## config.mk

```make
export PLATFORM = sky130hd
export DESIGN_NAME = maze_hunt_and_kill_generator
export DESIGN_NICKNAME = d
export VERILOG_FILES = /design/src/rtl/mhk_pkg.sv /design/src/rtl/maze_hunt_and_kill_generator.sv
export SDC_FILE = /design/constraint.sdc
export NUM_CORES = 2
export LEC_CHECK = 0
export ABC_AREA = 1
export CAP_MARGIN = 10
export CELL_PAD_IN_SITES_DETAIL_PLACEMENT = 1
export CELL_PAD_IN_SITES_GLOBAL_PLACEMENT = 2
export CORE_MARGIN = 2
export CORE_UTILIZATION = 44
export DETAILED_ROUTE_END_ITERATION = 16
export DONT_BUFFER_PORTS = 1
export PLACE_DENSITY = 0.81
export SLEW_MARGIN = 15
export SYNTH_ARGS = -nofsm -noshare
export SYNTH_HDL_FRONTEND = slang
export SYNTH_SLANG_ARGS = --single-unit
```

## constraint.sdc

```tcl
create_clock -name clk -period 8.05 [get_ports clk]
set_input_delay 0.805 -clock clk [delete_from_list [all_inputs] [get_ports clk]]
set_output_delay 0.805 -clock clk [all_outputs]
set_load 0.05 [all_outputs]
```

## src/rtl/mhk_pkg.sv

```systemverilog
// shared types, codes and helper functions of the hunt-and-kill maze generator
// used by maze_hunt_and_kill_generator and mhk_checker; no dependencies

package mhk_pkg;

	localparam int GRID_COLS_DEF = 32;
	localparam int GRID_ROWS_DEF = 32;

	// columns examined per cycle while hunting through one row
	localparam int CHUNK_W = 16;

	// wide enough for any coordinate or grid size in range
	localparam int COORD_W = 9;

	typedef enum logic [1:0] {
		EV_START = 2'd0,
		EV_WALK  = 2'd1,
		EV_HUNT  = 2'd2,
		EV_DONE  = 2'd3
	} ev_t;

	typedef enum logic [1:0] {
		DIR_LEFT  = 2'd0,
		DIR_UP    = 2'd1,
		DIR_RIGHT = 2'd2,
		DIR_DOWN  = 2'd3
	} dir_t;

	typedef enum logic [3:0] {
		ST_IDLE,
		ST_RD_CTR,
		ST_RD_UP,
		ST_RD_DN,
		ST_RD_LAST,
		ST_WALK,
		ST_HROW,
		ST_HSCAN,
		ST_HPICK,
		ST_OUT
	} state_t;

	// 4^k is 1 mod 3, so summing base-4 digits keeps the residue
	function automatic logic [1:0] mod3_16(input logic [15:0] v);
		logic [4:0] s;
		logic [2:0] t;
		logic [2:0] u;
		s = '0;
		for (int i = 0; i < 8; i++) begin
			s = s + 5'(v[2*i +: 2]);
		end
		t = 3'(s[1:0]) + 3'(s[3:2]) + 3'(s[4]);
		u = 3'(t[1:0]) + 3'(t[2]);
		if (u >= 3'd3) begin
			mod3_16 = 2'(u - 3'd3);
		end else begin
			mod3_16 = u[1:0];
		end
	endfunction

	// picks the qualifying direction at index rnd mod count, in order left, up, right, down
	function automatic dir_t pick_dir(input logic [3:0] mask, input logic [1:0] rnd_lo,
			input logic [1:0] rnd_m3);
		logic [2:0] n;
		logic [1:0] idx;
		logic [1:0] cnt;
		n = 3'(mask[0]) + 3'(mask[1]) + 3'(mask[2]) + 3'(mask[3]);
		case (n)
			3'd2: idx = {1'b0, rnd_lo[0]};
			3'd3: idx = rnd_m3;
			3'd4: idx = rnd_lo;
			default: idx = '0;
		endcase
		pick_dir = DIR_LEFT;
		cnt = '0;
		for (int d = 0; d < 4; d++) begin
			if (mask[d]) begin
				if (cnt == idx) begin
					pick_dir = dir_t'(2'(d));
				end
				cnt = cnt + 1'b1;
			end
		end
	endfunction

	function automatic dir_t dir_back(input dir_t d);
		unique case (d)
			DIR_LEFT:  dir_back = DIR_RIGHT;
			DIR_UP:    dir_back = DIR_DOWN;
			DIR_RIGHT: dir_back = DIR_LEFT;
			default:   dir_back = DIR_UP;
		endcase
	endfunction

endpackage

```

## src/rtl/maze_hunt_and_kill_generator.sv

```systemverilog
// hunt-and-kill maze generator: sequencer, row-wide visited memory and result register
// depends on mhk_pkg
//
// usage:
// - input channel (in_valid/in_ready) takes one command per transfer: cmd 0 starts a new
//   maze at start_row/start_col (saturated to the grid), cmd 1 performs one step
// - output channel (out_valid/out_ready) gives exactly one result per command:
//   event_res, cell_row, cell_col, link_dir
// - visited cells live in a memory of GRID_ROWS words, one bit per column, read one row per
//   cycle through a registered port; a flip-flop per row marks rows written since the last
//   start, an unmarked row reads as all clear, so start and reset need no clearing pass
// - start, or a step with no active maze: no row read, idle goes straight to the output state
// - walk step: three row reads through the single read port, then decide, then result
// - hunt: after the failed walk, every row from row 0 up to the joined cell is read again
//   and scanned in groups of 16 columns, then the cell is joined and the result loaded; a
//   fruitless scan of the whole grid finishes the maze
// - one command is processed at a time; in_ready is high only while the sequencer is idle
// - a finished result waits in the output register while the next command is taken; if the
//   receiver still stalls when that command is done, the sequencer holds until it drains
// - reset: no maze active (steps report completion), output channel empty

module maze_hunt_and_kill_generator #(
	parameter int GRID_COLS = mhk_pkg::GRID_COLS_DEF,
	parameter int GRID_ROWS = mhk_pkg::GRID_ROWS_DEF
) (
	input  logic       clk,
	input  logic       arst_n,
	input  logic       in_valid,
	output logic       in_ready,
	input  logic       cmd,
	input  logic [4:0] start_row,
	input  logic [4:0] start_col,
	input  logic [15:0] rnd,
	output logic       out_valid,
	input  logic       out_ready,
	output logic [1:0] event_res,
	output logic [4:0] cell_row,
	output logic [4:0] cell_col,
	output logic [1:0] link_dir
);

	localparam int RW   = (GRID_ROWS > 1) ? $clog2(GRID_ROWS) : 1;
	localparam int CW   = (GRID_COLS > 1) ? $clog2(GRID_COLS) : 1;
	localparam int CHK  = mhk_pkg::CHUNK_W;
	localparam int NCH  = (GRID_COLS + CHK - 1) / CHK;
	localparam int KW   = (NCH > 1) ? $clog2(NCH) : 1;
	localparam int PADW = NCH * CHK;
	localparam int XW   = mhk_pkg::COORD_W;
	localparam int IW   = $clog2(CHK);

	mhk_pkg::state_t state_q, state_d;

	// visited memory, one word per row
	logic [GRID_COLS-1:0] vis_mem [GRID_ROWS];
	logic [GRID_ROWS-1:0] row_vld_q;

	logic                 rd_en;
	logic [RW-1:0]        rd_addr;
	logic [GRID_COLS-1:0] rd_data_s1;
	logic                 rd_vld_s1;
	logic                 wr_en;
	logic [RW-1:0]        wr_addr;
	logic [GRID_COLS-1:0] wr_data;

	logic [GRID_COLS-1:0] row_ctr_q, row_up_q, row_dn_q;
	logic [RW-1:0]        fr_q;
	logic                 hunt_q;
	logic [RW-1:0]        cur_row_q;
	logic [CW-1:0]        cur_col_q;
	logic                 finished_q;
	logic [1:0]           rnd_lo_q, rnd_m3_q;
	logic [PADW-1:0]      cand_q;
	logic [KW-1:0]        chunk_q;
	logic [CW-1:0]        hcol_q;

	mhk_pkg::ev_t  res_ev_q;
	logic [4:0]    res_row_q, res_col_q;
	mhk_pkg::dir_t res_dir_q;

	logic          out_valid_q;
	mhk_pkg::ev_t  out_ev_q;
	logic [4:0]    out_row_q, out_col_q;
	mhk_pkg::dir_t out_dir_q;

	logic                 in_xfer, start_go, out_load;
	logic [RW-1:0]        st_row;
	logic [CW-1:0]        st_col;
	logic                 has_up, has_dn;
	logic [3:0]           open_w, seen_h;
	logic                 walk_any;
	mhk_pkg::dir_t        walk_dir, hunt_dir;
	logic [RW-1:0]        walk_row;
	logic [CW-1:0]        walk_col;
	logic [GRID_COLS-1:0] walk_base;
	logic [GRID_COLS-1:0] cand_row;
	logic [CHK-1:0]       chunk_lo;
	logic                 chunk_hit;
	logic [IW-1:0]        chunk_idx;
	logic [CW-1:0]        hunt_col;
	logic                 last_chunk, last_row, hunt_none;

	function automatic logic [GRID_COLS-1:0] col_bit(input logic [CW-1:0] c);
		col_bit = '0;
		col_bit[c] = 1'b1;
	endfunction

	function automatic logic [GRID_ROWS-1:0] row_bit(input logic [RW-1:0] r);
		row_bit = '0;
		row_bit[r] = 1'b1;
	endfunction

	function automatic logic [3:0] nbr_exist(input logic [CW-1:0] c, input logic up_ok,
			input logic dn_ok);
		nbr_exist[0] = (c != '0);
		nbr_exist[1] = up_ok;
		nbr_exist[2] = (XW'(c) < XW'(GRID_COLS - 1));
		nbr_exist[3] = dn_ok;
	endfunction

	// visited bits around column c; edge positions are masked by nbr_exist
	function automatic logic [3:0] nbr_seen(input logic [CW-1:0] c,
			input logic [GRID_COLS-1:0] ctr, input logic [GRID_COLS-1:0] up,
			input logic [GRID_COLS-1:0] dn);
		logic [GRID_COLS-1:0] from_left, from_right;
		from_left  = ctr << 1;
		from_right = ctr >> 1;
		nbr_seen[0] = from_left[c];
		nbr_seen[1] = up[c];
		nbr_seen[2] = from_right[c];
		nbr_seen[3] = dn[c];
	endfunction

	assign in_xfer  = in_valid && in_ready;
	assign start_go = in_xfer && !cmd;

	assign st_row = (XW'(start_row) >= XW'(GRID_ROWS)) ? RW'(GRID_ROWS - 1) : RW'(start_row);
	assign st_col = (XW'(start_col) >= XW'(GRID_COLS)) ? CW'(GRID_COLS - 1) : CW'(start_col);

	assign has_up = (XW'(fr_q) < XW'(GRID_ROWS - 1));
	assign has_dn = (fr_q != '0);

	// walk decision around the current cell
	assign open_w = nbr_exist(cur_col_q, has_up, has_dn)
		& ~nbr_seen(cur_col_q, row_ctr_q, row_up_q, row_dn_q);
	assign walk_any = |open_w;
	assign walk_dir = mhk_pkg::pick_dir(open_w, rnd_lo_q, rnd_m3_q);

	always_comb begin
		walk_row  = fr_q;
		walk_col  = cur_col_q;
		walk_base = row_ctr_q;
		case (walk_dir)
			mhk_pkg::DIR_LEFT: walk_col = cur_col_q - 1'b1;
			mhk_pkg::DIR_UP: begin
				walk_row  = fr_q + 1'b1;
				walk_base = row_up_q;
			end
			mhk_pkg::DIR_RIGHT: walk_col = cur_col_q + 1'b1;
			default: begin
				walk_row  = fr_q - 1'b1;
				walk_base = row_dn_q;
			end
		endcase
	end

	// unvisited cells of the row that touch a visited cell; missing rows read as zero
	assign cand_row = ~row_ctr_q & ((row_ctr_q << 1) | (row_ctr_q >> 1) | row_up_q | row_dn_q);

	assign chunk_lo  = cand_q[CHK-1:0];
	assign chunk_hit = |chunk_lo;

	always_comb begin
		chunk_idx = '0;
		for (int i = CHK - 1; i >= 0; i--) begin
			if (chunk_lo[i]) begin
				chunk_idx = IW'(i);
			end
		end
	end

	assign hunt_col   = CW'(XW'(chunk_q) * XW'(CHK) + XW'(chunk_idx));
	assign last_chunk = (chunk_q == KW'(NCH - 1));
	assign last_row   = (XW'(fr_q) == XW'(GRID_ROWS - 1));
	assign hunt_none  = (state_q == mhk_pkg::ST_HSCAN) && !chunk_hit && last_chunk && last_row;

	assign seen_h   = nbr_exist(hcol_q, has_up, has_dn)
		& nbr_seen(hcol_q, row_ctr_q, row_up_q, row_dn_q);
	assign hunt_dir = mhk_pkg::pick_dir(seen_h, rnd_lo_q, rnd_m3_q);

	// next state
	always_comb begin
		state_d = state_q;
		unique case (state_q)
			mhk_pkg::ST_IDLE: begin
				if (in_xfer) begin
					state_d = (!cmd || finished_q) ? mhk_pkg::ST_OUT : mhk_pkg::ST_RD_CTR;
				end
			end
			mhk_pkg::ST_RD_CTR:  state_d = mhk_pkg::ST_RD_UP;
			mhk_pkg::ST_RD_UP:   state_d = mhk_pkg::ST_RD_DN;
			mhk_pkg::ST_RD_DN:   state_d = mhk_pkg::ST_RD_LAST;
			mhk_pkg::ST_RD_LAST: state_d = hunt_q ? mhk_pkg::ST_HROW : mhk_pkg::ST_WALK;
			mhk_pkg::ST_WALK:    state_d = walk_any ? mhk_pkg::ST_OUT : mhk_pkg::ST_RD_CTR;
			mhk_pkg::ST_HROW:    state_d = mhk_pkg::ST_HSCAN;
			mhk_pkg::ST_HSCAN: begin
				if (chunk_hit) begin
					state_d = mhk_pkg::ST_HPICK;
				end else if (last_chunk) begin
					state_d = last_row ? mhk_pkg::ST_OUT : mhk_pkg::ST_RD_CTR;
				end
			end
			mhk_pkg::ST_HPICK: state_d = mhk_pkg::ST_OUT;
			mhk_pkg::ST_OUT: begin
				if (!out_valid_q || out_ready) begin
					state_d = mhk_pkg::ST_IDLE;
				end
			end
			default: state_d = mhk_pkg::ST_IDLE;
		endcase
	end

	// memory strobes and handshake outputs
	always_comb begin
		in_ready = 1'b0;
		out_load = 1'b0;
		rd_en    = 1'b0;
		rd_addr  = fr_q;
		wr_en    = 1'b0;
		wr_addr  = fr_q;
		wr_data  = row_ctr_q | col_bit(hcol_q);
		unique case (state_q)
			mhk_pkg::ST_IDLE: begin
				in_ready = 1'b1;
				if (start_go) begin
					wr_en   = 1'b1;
					wr_addr = st_row;
					wr_data = col_bit(st_col);
				end
			end
			mhk_pkg::ST_RD_CTR: rd_en = 1'b1;
			mhk_pkg::ST_RD_UP: begin
				rd_en   = has_up;
				rd_addr = fr_q + 1'b1;
			end
			mhk_pkg::ST_RD_DN: begin
				rd_en   = has_dn;
				rd_addr = fr_q - 1'b1;
			end
			mhk_pkg::ST_WALK: begin
				wr_en   = walk_any;
				wr_addr = walk_row;
				wr_data = walk_base | col_bit(walk_col);
			end
			mhk_pkg::ST_HPICK: wr_en = 1'b1;
			mhk_pkg::ST_OUT:   out_load = !out_valid_q || out_ready;
			default: ;
		endcase
	end

	always_ff @(posedge clk) begin
		if (wr_en) begin
			vis_mem[wr_addr] <= wr_data;
		end
		if (rd_en) begin
			rd_data_s1 <= vis_mem[rd_addr];
		end
	end

	always_ff @(posedge clk or negedge arst_n) begin
		if (!arst_n) begin
			state_q     <= mhk_pkg::ST_IDLE;
			row_vld_q   <= '0;
			rd_vld_s1   <= 1'b0;
			hunt_q      <= 1'b0;
			cur_row_q   <= '0;
			cur_col_q   <= '0;
			finished_q  <= 1'b1;
			out_valid_q <= 1'b0;
		end else begin
			state_q   <= state_d;
			rd_vld_s1 <= rd_en && row_vld_q[rd_addr];
			if (start_go) begin
				row_vld_q <= row_bit(st_row);
			end else if (wr_en) begin
				row_vld_q[wr_addr] <= 1'b1;
			end
			if (in_xfer) begin
				hunt_q <= 1'b0;
			end else if (state_q == mhk_pkg::ST_WALK && !walk_any) begin
				hunt_q <= 1'b1;
			end
			if (start_go) begin
				cur_row_q  <= st_row;
				cur_col_q  <= st_col;
				finished_q <= 1'b0;
			end else if (state_q == mhk_pkg::ST_WALK && walk_any) begin
				cur_row_q <= walk_row;
				cur_col_q <= walk_col;
			end else if (state_q == mhk_pkg::ST_HPICK) begin
				cur_row_q <= fr_q;
				cur_col_q <= hcol_q;
			end else if (hunt_none) begin
				finished_q <= 1'b1;
			end
			if (out_load) begin
				out_valid_q <= 1'b1;
			end else if (out_ready) begin
				out_valid_q <= 1'b0;
			end
		end
	end

	always_ff @(posedge clk) begin
		if (in_xfer) begin
			fr_q     <= cur_row_q;
			rnd_lo_q <= rnd[1:0];
			rnd_m3_q <= mhk_pkg::mod3_16(rnd);
			if (!cmd) begin
				res_ev_q  <= mhk_pkg::EV_START;
				res_row_q <= 5'(st_row);
				res_col_q <= 5'(st_col);
				res_dir_q <= mhk_pkg::DIR_LEFT;
			end else begin
				res_ev_q  <= mhk_pkg::EV_DONE;
				res_row_q <= '0;
				res_col_q <= '0;
				res_dir_q <= mhk_pkg::DIR_LEFT;
			end
		end
		unique case (state_q)
			mhk_pkg::ST_RD_UP:   row_ctr_q <= rd_vld_s1 ? rd_data_s1 : '0;
			mhk_pkg::ST_RD_DN:   row_up_q  <= rd_vld_s1 ? rd_data_s1 : '0;
			mhk_pkg::ST_RD_LAST: row_dn_q  <= rd_vld_s1 ? rd_data_s1 : '0;
			mhk_pkg::ST_WALK: begin
				if (walk_any) begin
					res_ev_q  <= mhk_pkg::EV_WALK;
					res_row_q <= 5'(walk_row);
					res_col_q <= 5'(walk_col);
					res_dir_q <= mhk_pkg::dir_back(walk_dir);
				end else begin
					fr_q <= '0;
				end
			end
			mhk_pkg::ST_HROW: begin
				cand_q  <= PADW'(cand_row);
				chunk_q <= '0;
			end
			mhk_pkg::ST_HSCAN: begin
				if (chunk_hit) begin
					hcol_q <= hunt_col;
				end else if (!last_chunk) begin
					cand_q  <= cand_q >> CHK;
					chunk_q <= chunk_q + 1'b1;
				end else if (!last_row) begin
					fr_q <= fr_q + 1'b1;
				end
			end
			mhk_pkg::ST_HPICK: begin
				res_ev_q  <= mhk_pkg::EV_HUNT;
				res_row_q <= 5'(fr_q);
				res_col_q <= 5'(hcol_q);
				res_dir_q <= hunt_dir;
			end
			default: ;
		endcase
		if (out_load) begin
			out_ev_q  <= res_ev_q;
			out_row_q <= res_row_q;
			out_col_q <= res_col_q;
			out_dir_q <= res_dir_q;
		end
	end

	assign out_valid = out_valid_q;
	assign event_res = out_ev_q;
	assign cell_row  = out_row_q;
	assign cell_col  = out_col_q;
	assign link_dir  = out_dir_q;

endmodule

```

# After elaboration in Yosys (flattened, before gate mapping)
# Memories as Yosys holds them, arrays and structs flattened. A register that Yosys moved wholly into a read port is not among the register bits.
# Index checks and enable logic that the tools add are counted.
dict set report op_classes {
  add_sub_neg 27
  mul 0
  div_mod_pow 0
  magnitude_cmp 16
  n_eq_ne 31
  shifts 0
  mux 134
  bitwise 11
  n_reduce_logical 38
}
# cell n
set ops {}
lappend ops {{32-bit two-way mux} 6}
lappend ops {{32-bit case mux with 2 select lines} 3}
lappend ops {{32-bit bitwise OR} 5}
lappend ops {{4-bit two-way mux} 23}
lappend ops {{5-bit two-way mux} 18}
lappend ops {{5-bit case mux with 2 select lines} 7}
lappend ops {{1-bit binary-select mux with 5-bit select} 9}
lappend ops {{5-bit by 6-bit less-than comparator with 1-bit output (second input constant)} 7}
lappend ops {{4-bit case mux with 10 select lines} 1}
lappend ops {{2-bit two-way mux} 19}
lappend ops {{1-bit two-way mux} 35}
lappend ops {{32-bit AND} 1}
lappend ops {{32-bit NOT} 1}
lappend ops {{32-bit by 31-bit bitwise OR with 32-bit output} 1}
lappend ops {{1-bit demux with 5-bit select} 5}
lappend ops {{5-bit by 1-bit >= comparator with 1-bit output (second input constant)} 5}
lappend ops {{5-bit by 2-bit adder with 5-bit output} 4}
lappend ops {{2-bit case mux with 3 select lines} 3}
lappend ops {{4-bit by 3-bit equality test with 1-bit output (second input constant)} 4}
lappend ops {{16-bit OR reduction} 1}
lappend ops {{5-bit less-than comparator (second input constant)} 3}
lappend ops {{5-bit nonzero test} 3}
lappend ops {{1-bit logical AND} 13}
lappend ops {{2-bit equality test} 6}
lappend ops {{38 further kinds} 74}
dict set report totals {
  ff_bits 221
  latchBits 0
  ram_bits 1024
  romBits 0
  input_bits 31
  out_inout_bits 16
  wordCells 283
  memories 1
}
# memory words word_bits rd rd_clocked_by_memory_dff wr line
set mem_list {}
lappend mem_list {vis_mem 32 32 1 1 1 maze_hunt_and_kill_generator.sv:54} ;# logic [GRID_COLS-1:0] vis_mem [GRID_ROWS];

# Depth between registers and ports, before layout
dict set report logic_depth {
  ltp_word 27
  depth_mapped 37
  mapped_depth_nobuf 36
}

# Least setup slack after synthesis
# No wires, ideal clock.
dict set report synth_path {
  path_kind {register to register}
  from {register cur_col_q[0]}
  to {memory vis_mem[18][0] (netlist bit), enable pin}
  setup_time_ns 0.421
  t_arrival_ns 5.397
  required_ns 7.629
  path_slack_ns 2.232
  path_stages_with_launch 31
  n_path_buf 4
  synth_period_minus_slack_ns 5.818
  path_cell_list {dfrtp_1 buf_6 buf_6 buf_6 o211ai_1 nand3_1 nand3_1 nand2_1 nand2_1 nand3_1 fa_1 inv_1 ha_1 ha_1 inv_1 nand2_1 nand2_1 nand3_1 nand2_1 xnor2_1 inv_1 nor2_1 nand2_4 nand3_2 nand2_4 o21ai_2 nor2_1 nor2_4 buf_4 nand4_1 nor2_1}
}
dict set report synth_via {
  elab_chain_len 20
  word_cells_on_any_way 43
  cone_classes {add/sub (5); order compare (1); eq/ne (8); mux (23); bitwise (2); reduce/logical (4)}
}
# element line
set synth_lines {}
lappend synth_lines {{from (decl)} maze_hunt_and_kill_generator.sv:69} ;# logic [CW-1:0] cur_col_q;
lappend synth_lines {{from (signal assigned)} maze_hunt_and_kill_generator.sv:294} ;# cur_col_q <= st_col;
lappend synth_lines {{from (signal assigned)} maze_hunt_and_kill_generator.sv:298} ;# cur_col_q <= walk_col;
lappend synth_lines {{from (signal assigned)} maze_hunt_and_kill_generator.sv:301} ;# cur_col_q <= hcol_q;
lappend synth_lines {{1-bit binary-select mux with 5-bit select (on tied branches)} {maze_hunt_and_kill_generator.sv:127, maze_hunt_and_kill_generator.sv:128}}
lappend synth_lines {{1-bit two-way mux (on tied branches)} {maze_hunt_and_kill_generator.sv:127, maze_hunt_and_kill_generator.sv:128}}
lappend synth_lines {{4-bit NOT} maze_hunt_and_kill_generator.sv:144} ;# & ~nbr_seen(cur_col_q, row_ctr_q, row_up_q, row_dn_q);
lappend synth_lines {{4-bit AND *} maze_hunt_and_kill_generator.sv:144}
lappend synth_lines {{1-bit by 1-bit adder with 2-bit output} mhk_pkg.sv:66} ;# n = 3'(mask[0]) + 3'(mask[1]) + 3'(mask[2]) + 3'(mask[3]);
lappend synth_lines {{2-bit by 1-bit adder with 3-bit output} mhk_pkg.sv:66}
lappend synth_lines {{3-bit by 1-bit adder with 3-bit output} mhk_pkg.sv:66}
lappend synth_lines {{3-bit equality test / 3-bit by 2-bit equality test with 1-bit output (equally long branches)} mhk_pkg.sv:67} ;# case (n)
lappend synth_lines {{[4 not listed]} n/a}
lappend synth_lines {{2-bit two-way mux} mhk_pkg.sv:77} ;# if (cnt == idx) begin
lappend synth_lines {{2-bit two-way mux} mhk_pkg.sv:76} ;# if (mask[d]) begin
lappend synth_lines {{2-bit two-way mux} mhk_pkg.sv:77}
lappend synth_lines {{2-bit two-way mux} mhk_pkg.sv:76}
lappend synth_lines {{2-bit equality test / 2-bit logical NOT (equally long branches)} maze_hunt_and_kill_generator.sv:152} ;# case (walk_dir)
lappend synth_lines {{2-bit OR reduction (no source line)} n/a}
lappend synth_lines {{5-bit case mux with 2 select lines} maze_hunt_and_kill_generator.sv:152}
lappend synth_lines {{5-bit case mux with 2 select lines} maze_hunt_and_kill_generator.sv:231} ;# unique case (state_q)
lappend synth_lines {{to (decl)} maze_hunt_and_kill_generator.sv:54}
# Every way passes the cells marked *; elsewhere a longest branch is shown, timed or not. The select of a mux whose other input is x is not followed.

# Worst setup path after layout
dict set report layout_path {
  from {register cur_col_q[1]}
  to {memory vis_mem[30][19] (netlist bit) (data pin)}
}
dict set report layout_via {
  elab_chain_len 24
  word_cells_on_any_way 48
  cone_classes {add/sub (7); order compare (3); eq/ne (8); mux (23); bitwise (3); reduce/logical (4)}
}
# element line
set layout_lines {}
lappend layout_lines {{1-bit binary-select mux with 5-bit select (on tied branches)} {maze_hunt_and_kill_generator.sv:127, maze_hunt_and_kill_generator.sv:128}}
lappend layout_lines {{1-bit two-way mux (on tied branches)} {maze_hunt_and_kill_generator.sv:127, maze_hunt_and_kill_generator.sv:128}}
lappend layout_lines {{4-bit NOT} maze_hunt_and_kill_generator.sv:144}
lappend layout_lines {{4-bit AND} maze_hunt_and_kill_generator.sv:144}
lappend layout_lines {{1-bit by 1-bit adder with 2-bit output} mhk_pkg.sv:66}
lappend layout_lines {{2-bit by 1-bit adder with 3-bit output} mhk_pkg.sv:66}
lappend layout_lines {{3-bit by 1-bit adder with 3-bit output} mhk_pkg.sv:66}
lappend layout_lines {{3-bit equality test / 3-bit by 2-bit equality test with 1-bit output (equally long branches)} mhk_pkg.sv:67}
lappend layout_lines {{[9 not listed]} n/a}
lappend layout_lines {{5-bit case mux with 2 select lines} maze_hunt_and_kill_generator.sv:152}
lappend layout_lines {{5-bit by 6-bit less-than comparator with 1-bit output (implied by the code) / 5-bit by 1-bit >= comparator with 1-bit output (equally long branches)} maze_hunt_and_kill_generator.sv:104} ;# col_bit[c] = 1'b1;
lappend layout_lines {{1-bit logical AND (implied by the code)} maze_hunt_and_kill_generator.sv:104}
lappend layout_lines {{1-bit two-way mux (implied by the code)} maze_hunt_and_kill_generator.sv:104}
lappend layout_lines {{1-bit demux with 5-bit select} maze_hunt_and_kill_generator.sv:104}
lappend layout_lines {{32-bit bitwise OR *} maze_hunt_and_kill_generator.sv:252} ;# wr_data = walk_base | col_bit(walk_col);
lappend layout_lines {{32-bit case mux with 2 select lines *} maze_hunt_and_kill_generator.sv:231}
lappend layout_lines {{net wr_data[19]} maze_hunt_and_kill_generator.sv:63} ;# logic [GRID_COLS-1:0] wr_data;
# Mark *: on every way through the listed nets, which the timed path passes. The rest lies on a longest branch. The select of a mux whose other input is x is not followed.

==> results.cfg <==
[global_route]
track_usage_pct = 29.40
grt_pass1_wl_mm = 284.3
overflow = 0
first_global_vias = 41452
grt_max_degree = 159
antenna_found_initial = 1

[cts]
cts_root_buffer = clkbuf_16
postCtsHoldBufs = 2
clockBufferDepth = 3
postCtsSetupRepairBufs = 0
cts_tree = yes
postCtsResizedCells = 0
worstSkewPairLatency_ns = 0.80
clk_pin_slew_worst_paths_ns = 0.06
clock-sinks = 1277
cts_buffers = 140
htreeDepth = 4

[yosys]
synth_compound_area_share_pct = 14.40
netlist_area_mm2 = 0.05642
synthAdderAreaFrac_pct = 1.091
synthXorXnorAreaFrac_pct = 0.2462
synthArstFlopShare_pct = 3.915
yosysSeqAreaShare_pct = 67.19
synth_ff_type = edfxtp_1
synth_edf_count = 1208
synthSimpleGateAreaFrac_pct = 12.74
yosysWarnings = 0
synth_cell_types = 59
synth_mux_area_share_pct = 0.05322
post_synth.cell_area_avg_um2 = 11.45
netlist_instances = 4927
synth_top_family_by_area = compound AO/OA/AOI/OAI gates
syn-num-nets = 4997
synth_seq_cells = 1277

[timing]
max_freq_ghz = 0.1392
min_period_ns = 7.182
fin_skew_ns = 0.02813
setup_tns_ns = 0
rsz0062_at_grt = false
slew_viol_final = 0
relSlewSlack_pct = 24.56
fin_crit_sh_pct = 89.22
hold_viol = 0
tightest_slew_ns = 1.129
setup_viol = 0

[critical_path]
cp_slowest_cell = nor2_1
critPathMaxStageDelay_ns = 0.90
arrival_ns = 7.62
crit_type = reg2reg
start_kind = flop
end_kind = flop
cp.required_ns = 8.49
path_max_fanout = 32
crit_top_cell = nand2_1

[floorplan]
io-pin-count = 47
dieArea_mm2 = 0.1311
initial_core_util_pct = 44.30
coreArea_mm2 = 0.1274
die_height_um = 362.1
rows = 131
die_w_um = 362.1

[place]
placed_area_mm2 = 0.05900
dp_hpwl_mm = 118.2
place.gp.congestion = 0.9890
port_buffers = 0

[flow_run]
maxCapViolations = 0

[route]
wl_per_cell_um = 29.04
avgViaCountPerCell = 6.165
ant_nets = 0
drt_iter0_markers = 4512
num_vias = 41243
remaining_drc_errors = 0
routed_wl_mm = 194.3
first_pass_iters = 5

[cells_and_area]
design_area_mm2 = 0.06341
drive_above_1_share_pct = 8.952
postLayoutCoreUtil_pct = 49.79
num-nets-final = 4985
area_delta_synth_final_pct = 12.39

[run_status]
status = finished, final reports clean

[worst_hold_path]
min_path_type = in2reg
layer usage:
metal / vias to the layer above / routed length [um] / GRT usage [%]
met3: 356 / 14010 / 4.745
met4: 0 / 6978 / 10.72
met2: 1754 / 90460 / 46.39
met5: - / 0 / 0
met1: 21123 / 82810 / 41.13
li1: 18010 / - / -
kinds of logic after synthesis:
family / after synthesis
mux: 3
xor+xnor: 15
buf+inv: 602
compound gates: 1242
fa+ha+maj: 39
simple gates: 1749
flops: 1277
state kept, by name, indices dropped and copies added (netlist names), 4 cells and up:
| signal | count |
|---|---|
| cand_q | 32 |
| cell_col | 5 |
| cell_row | 5 |
| cur_col_q | 5 |
| cur_row_q | 5 |
| fr_q | 5 |
| hcol_q | 5 |
| rd_data_s1 | 32 |
| res_col_q | 5 |
| res_row_q | 5 |
| row_ctr_q | 32 |
| row_dn_q | 32 |
| row_up_q | 32 |
| row_vld_q | 32 |
| state_q | 4 |
| vis_mem | 1024 |
critical path: cells and delay by family (launching register included):
| kind | cells | cell delay, ns |
|---|---|---|
| DFF | 1 | 0.70 |
| AOI/OAI and AO/OA | 4 | 0.71 |
| buffers and inverters | 6 | 0.42 |
| and+or+nand+nor | 18 | 3.44 |
| xor gates and xnor gates | 2 | 0.35 |
| adders and majority gates | 4 | 1.19 |
metrics by stage:
step	worst slack (ns)	hold slack, ns	cells
final	0.8677	0.1008	6690
after global routing	0.3938	0.06340	6689
after CTS	1.073	0.04711	6689
after detailed placement	1.096	0.4149	6433
after global placement	1.154	0.4090	6432
after floorplan	2.232	0.4030	4927
cells in the final DEF (no fill, tap or decap), drive strengths merged, types with 7 or more instances in the layout:
cell    count
edfxtp   1208
nor2      946
nand2     518
o21ai     443
inv       297
nand3     172
clkbuf    171
buf       158
o21bai    129
o32ai     128
o22ai     119
o221ai    106
o211ai    105
a21oi     105
clkinv     65
dfrtp      49
nand4      41
nor3       33
a31oi      32
nor4       31
a22oi      26
ha         22
dfxtp      19
o31ai      18
fa         17
xor2        8
xnor2       7
Yosys cell counts (41+ instances only):
library cell | number | share of area [%]
o22ai_1 | 119 | 1.3
nand3_1 | 163 | 1.4
o21ai_0 | 425 | 3.8
nand4_1 | 41 | 0.45
nand2_1 | 508 | 3.4
a21oi_1 | 102 | 0.90
o221ai_1 | 106 | 1.6
nor2_1 | 934 | 6.2
o32ai_1 | 128 | 2.0
o21bai_1 | 129 | 1.7
dfrtp_1 | 49 | 2.2
clkbuf_1 | 230 | 1.5
edfxtp_1 | 1208 | 64
inv_1 | 279 | 1.9
o211ai_1 | 105 | 1.4
buf_2 | 50 | 0.44
cell type report:
| cell class | instances | area [um2] |
|---|---|---|
| clock buffers | 171 | 3620 |
| inverters | 289 | 1104 |
| multi-input cells | 3048 | 16440 |
| flip-flops and latches | 1277 | 37910 |
| fillers | 13173 | 63950 |
| diodes | 1 | 2.502 |
| well taps | 1662 | 2079 |
| clock inverters | 83 | 747.0 |
| repair buffers | 159 | 1504 |
worst paths after layout:
check / end / slack (ns) / from / cells after the start
worst max-delay path: vis_mem[30][19] / 0.87 / cur_col_q[1] / 34
worst min-delay path: rnd_lo_q[1] / 0.10 / rnd[1] / 0
worst max register to register: vis_mem[30][19] / 0.87 / cur_col_q[1] / 34
worst min register to register: cell_col[4] / 0.42 / res_col_q[4] / 0
max in group asynchronous: row_vld_q[5] / 7.21 / arst_n / 2
min in group asynchronous: cur_col_q[3] / 0.53 / arst_n / 2
Power is not shown: default switching activity piles up to over one toggle a cycle in this logic, so the estimate is an artifact.
